File: src/design/lz77hw_pkg.sv
`default_nettype none

package lz77hw_pkg;

  localparam int WINDOW_BYTES = 65536;
  localparam int WPOS_W       = $clog2(WINDOW_BYTES);
  localparam int FILL_W       = $clog2(WINDOW_BYTES + 1);
  // Wide enough for the distance field, the fill count and position sums.
  localparam int CMP_W        = 17;

  localparam int LIT_W        = 8;
  localparam int LEN_W        = 9;
  localparam int DIST_W       = 16;
  localparam int BYTES_W      = 64;
  localparam int CNT_W        = 4;

  localparam int LIT_LSB      = 0;
  localparam int LEN_LSB      = LIT_LSB + LIT_W;
  localparam int DIST_LSB     = LEN_LSB + LEN_W;
  localparam int IN_TDATA_W   = 40;
  localparam int OUT_TDATA_W  = 72;

  localparam logic [LEN_W-1:0] MAX_COPY   = 9'd258;
  localparam logic [CNT_W-1:0] WORD_BYTES = 4'd8;

  localparam logic REQ_LITERAL = 1'b0;
  localparam logic REQ_MATCH   = 1'b1;

  typedef struct packed {
    logic take_lit;
    logic take_err;
    logic start_copy;
    logic issue;
    logic push_live;
    logic push_hold;
  } ctrl_cmd_t;

  typedef struct packed {
    logic bad_dist;
    logic len_zero;
    logic can_issue;
    logic word_done;
    logic final_byte;
    logic out_free;
  } dp_stat_t;

  function automatic logic [WPOS_W-1:0] next_slot(input logic [WPOS_W-1:0] p);
    return (p == WPOS_W'(WINDOW_BYTES - 1)) ? '0 : p + 1'b1;
  endfunction

endpackage

`default_nettype wire

File: src/design/lz77hw_ctrl.sv
`default_nettype none

module lz77hw_ctrl (
  input  wire logic                  clk,
  input  wire logic                  rst_n,
  input  wire logic                  in_tvalid,
  input  wire logic                  req_type,
  input  wire lz77hw_pkg::dp_stat_t  stat,
  output logic                       in_tready,
  output lz77hw_pkg::ctrl_cmd_t      cmd
);

  import lz77hw_pkg::*;

  typedef enum logic [2:0] {
    ST_IDLE = 3'b001,
    ST_COPY = 3'b010,
    ST_HOLD = 3'b100
  } state_t;

  state_t state_r, state_nxt;
  logic   accept;

  assign in_tready = (state_r == ST_IDLE) && stat.out_free;
  assign accept    = in_tvalid && in_tready;

  always_comb begin
    state_nxt = state_r;
    cmd       = '0;
    case (state_r)
      ST_IDLE: begin
        if (accept) begin
          if (req_type == REQ_LITERAL) begin
            cmd.take_lit = 1'b1;
          end else if (stat.bad_dist || stat.len_zero) begin
            cmd.take_err = 1'b1;
          end else begin
            cmd.start_copy = 1'b1;
            state_nxt      = ST_COPY;
          end
        end
      end
      ST_COPY: begin
        cmd.issue = stat.can_issue;
        if (stat.word_done) begin
          if (stat.out_free) begin
            cmd.push_live = 1'b1;
            if (stat.final_byte) begin
              state_nxt = ST_IDLE;
            end
          end else begin
            state_nxt = ST_HOLD;
          end
        end
      end
      ST_HOLD: begin
        if (stat.out_free) begin
          cmd.push_hold = 1'b1;
          state_nxt     = stat.final_byte ? ST_IDLE : ST_COPY;
        end
      end
      default: begin
        state_nxt = ST_IDLE;
      end
    endcase
  end

  always_ff @(posedge clk) begin
    if (!rst_n) begin
      state_r <= ST_IDLE;
    end else begin
      state_r <= state_nxt;
    end
  end

endmodule

`default_nettype wire

File: config.mk
export PLATFORM = sky130hd
export DESIGN_NAME = lz77hw_ctrl
export DESIGN_NICKNAME = d
export VERILOG_FILES = /design/src/design/lz77hw_pkg.sv /design/src/design/lz77hw_ctrl.sv
export SDC_FILE = /design/constraint.sdc
export NUM_CORES = 1
export LEC_CHECK = 0
export BUFFER_PORTS_ARGS = -buffer_cell sky130_fd_sc_hd__buf_2
export CAP_MARGIN = 40
export CORE_AREA = 2 2 39 41
export DETAILED_ROUTE_END_ITERATION = 10
export DIE_AREA = 0 0 41 43
export PLACE_DENSITY = 0.39
export REMOVE_ABC_BUFFERS = 1
export SETUP_SLACK_MARGIN = 0.02
export SYNTH_ARGS = -nofsm -noshare
export SYNTH_HDL_FRONTEND = slang
export SYNTH_SLANG_ARGS = --single-unit
File: constraint.sdc
create_clock -name clk -period 1.5 [get_ports clk]
set_input_delay 0 -clock clk [delete_from_list [all_inputs] [get_ports clk]]
set_output_delay 0 -clock clk [all_outputs]
set_load 0.02 [all_outputs]
==> results.json <==
{
  "run_status": "completed",
  "drive_above_1_share_pct": 42.9,
  "worst_ep_required_time_ns": 1.50,
  "synth.largest_area_cell": "dfxtp_1",
  "clock.fmax_mhz": 736,
  "portBuffers": 16,
  "clock_latency_ns": 0.24,
  "initial_core_util_pct": 16.2,
  "drt_pass1_iterations": 4,
  "drt-total-wl_um": 614,
  "grt_first_pass_wirelength_um": 979,
  "timing.critical_path.buf_inv": 1,
  "cts_sinks": 3,
  "cp_max_fo": 7,
  "die_h_um": 43,
  "synth_seq_cells": 3,
  "area_growth_pct": 60.9,
  "yosysUniqueCellTypes": 19,
  "synthTopCellsByCount": "nor2_1, dfxtp_1, nand2b_1",
  "cp-end-kind": "primary output",
  "cts_root_buffer": "clkbuf_4",
  "nNetsFinal": 60,
  "finalClockSkew_ns": 0.00465,
  "drv_cap": 0,
  "avgSynthCellArea_um2": 8.00,
  "critical_path_class": "reg2out",
  "htree_levels": 1,
  "cts_hold_buf": 1,
  "dpl.hpwl_um": 475,
  "worst_pin_slew_ns": 0.230,
  "cts_buffers": 3,
  "path_cells": "and4bb_4, nand2_1, nor3b_1, buf_2",
  "hold_path_class": "in2reg",
  "reg.largest.list": "state_r: 3 flops",
  "post_drt_wl_per_cell_um": 9.45,
  "grt_usage_pct": 8.22,
  "relSlewSlack_pct": 84.6,
  "synthCells": 28,
  "fill_cells": 158,
  "slowest_stage": "and4bb_4",
  "num_rows": 14,
  "async_flop_share_pct": 0,
  "yosys_warnings": 0,
  "cp.arrival_ns": 1.36,
  "cts_buffer_depth": 2,
  "synth_area_leaders": "dfxtp_1, nand2b_1, and4bb_4, nor2_1, nor3b_1",
  "final_hold_viol_count": 0,
  "vdd_ir_drop_max_uv": 261,
  "p_per_area_nw_per_um2": 748,
  "rsz0062_at_grt": "false",
  "fin_total_pwr_uw": 270,
  "antenna_found_initial": 0,
  "power.leakage_nw": 0.173,
  "coreArea_um2": 1380,
  "antenna_left": 0,
  "path_delay_family": "simple AND/OR/NAND/NOR gates",
  "drv_slew": 0,
  "largest_reg_flops": 3,
  "yosysSeqAreaShare_pct": 26.8,
  "post-route-period-util_pct": 90.6,
  "io_pins": 17,
  "antenna-diode-count": 0,
  "grt_pass1_vias": 271,
  "ctsResizeCount": 0,
  "place_congestion": 0.690,
  "postCtsSetupRepairBufs": 0,
  "top_register": "state_r",
  "setup_tns_ns": 0,
  "clk_pin_slew_worst_paths_ns": 0.04,
  "vias": 290,
  "synth_flop_cell": "dfxtp_1",
  "drtIter0Drc": 3,
  "setup_viol": 0,
  "cts_tree": "done",
  "fin_crit_ns": 1.36,
  "critPathMaxStageDelay_ns": 0.36,
  "synth_edf_count": 0,
  "grt_max_degree": 8,
  "die_w_um": 41,
  "drc_errors": 0,
  "viasPerCell": 4.46,
  "netlist_area_um2": 224,
  "overflow": 0,
  "die-area_um2": 1760,
  "synth.most_common_cell": "nor2_1",
  "cp-start-kind": "flip-flop",
  "yosysTopAreaCellShare_pct": 26.8
}
## cells by family after synthesis
| family | after synthesis | synth area share [%] |
|---|---|---|
| AND/OR/NAND/NOR | 18 | 53.6 |
| flip-flops | 3 | 26.8 |
| buffers and inverters | 1 | 1.67 |
| AO/OA/AOI/OAI | 6 | 17.9 |
## area by class of cell
type | count | area (um2) | area share [%]
multi-input combinational | 24 | 160 | 44.4
timing repair buffer | 17 | 90.1 | 25.0
sequential | 3 | 60.1 | 16.7
clock buffer | 4 | 26.3 | 7.29
tap | 16 | 20.0 | 5.56
inverter | 1 | 3.75 | 1.04
## power by group
group	switching [mW]	internal, mW	leakage, nW
clock network	0.0486	0.100	0.0150
logic	0.0200	0.0193	0.134
registers	0.000740	0.0807	0.0242
## metrics by stage
step	hold WS [ns]	std cells	area [um2]	setup slack, ns	utilization (%)
after floorplan	0.0711	28	224	0.187	-
after detailed placement	0.215	60	324	0.254	23.4
after global placement	0.222	60	324	0.277	23.4
after CTS	0.151	65	360	0.132	26.0
final	0.155	65	360	0.140	26.0
after global routing	0.183	65	360	0.0386	26.0
## layer usage
metal,wire [um],share of wire (%),vias to the layer above,GRT usage (%)
met3,53,8.6,3,1.57
met1,245,40,124,8.95
met2,296,48,16,12.2
li1,-,-,147,-
met5,0,0,-,0
met4,19,3.1,0,8.00
## worst paths after layout
kind	cells past startpoint	startpoint	slack, ns	endpoint
max	4	state_r[1]	0.14	cmd[4]
min	3	stat[0]	0.15	state_r[2]
max reg2reg	3	state_r[1]	0.25	state_r[1]
min reg2reg	2	state_r[0]	0.61	state_r[2]
## worst min-delay path, delay by kind of cell
kind | cells | cell delay, ns
buffers and inverters | 1 | 0.14
AND/OR/NAND/NOR | 2 | 0.23
## placed cells by master (no fill, tap or decap), types with 2 or more instances in the layout
cell type / netlist / layout
buf_2: 0 / 16
nor3b_1: 2 / 2
nand2b_1: 3 / 3
and3_1: 2 / 2
dfxtp_1: 3 / 3
clkbuf_4: 0 / 3
nor2_1: 4 / 4
Note: power is estimated with default switching activity, not from simulation.
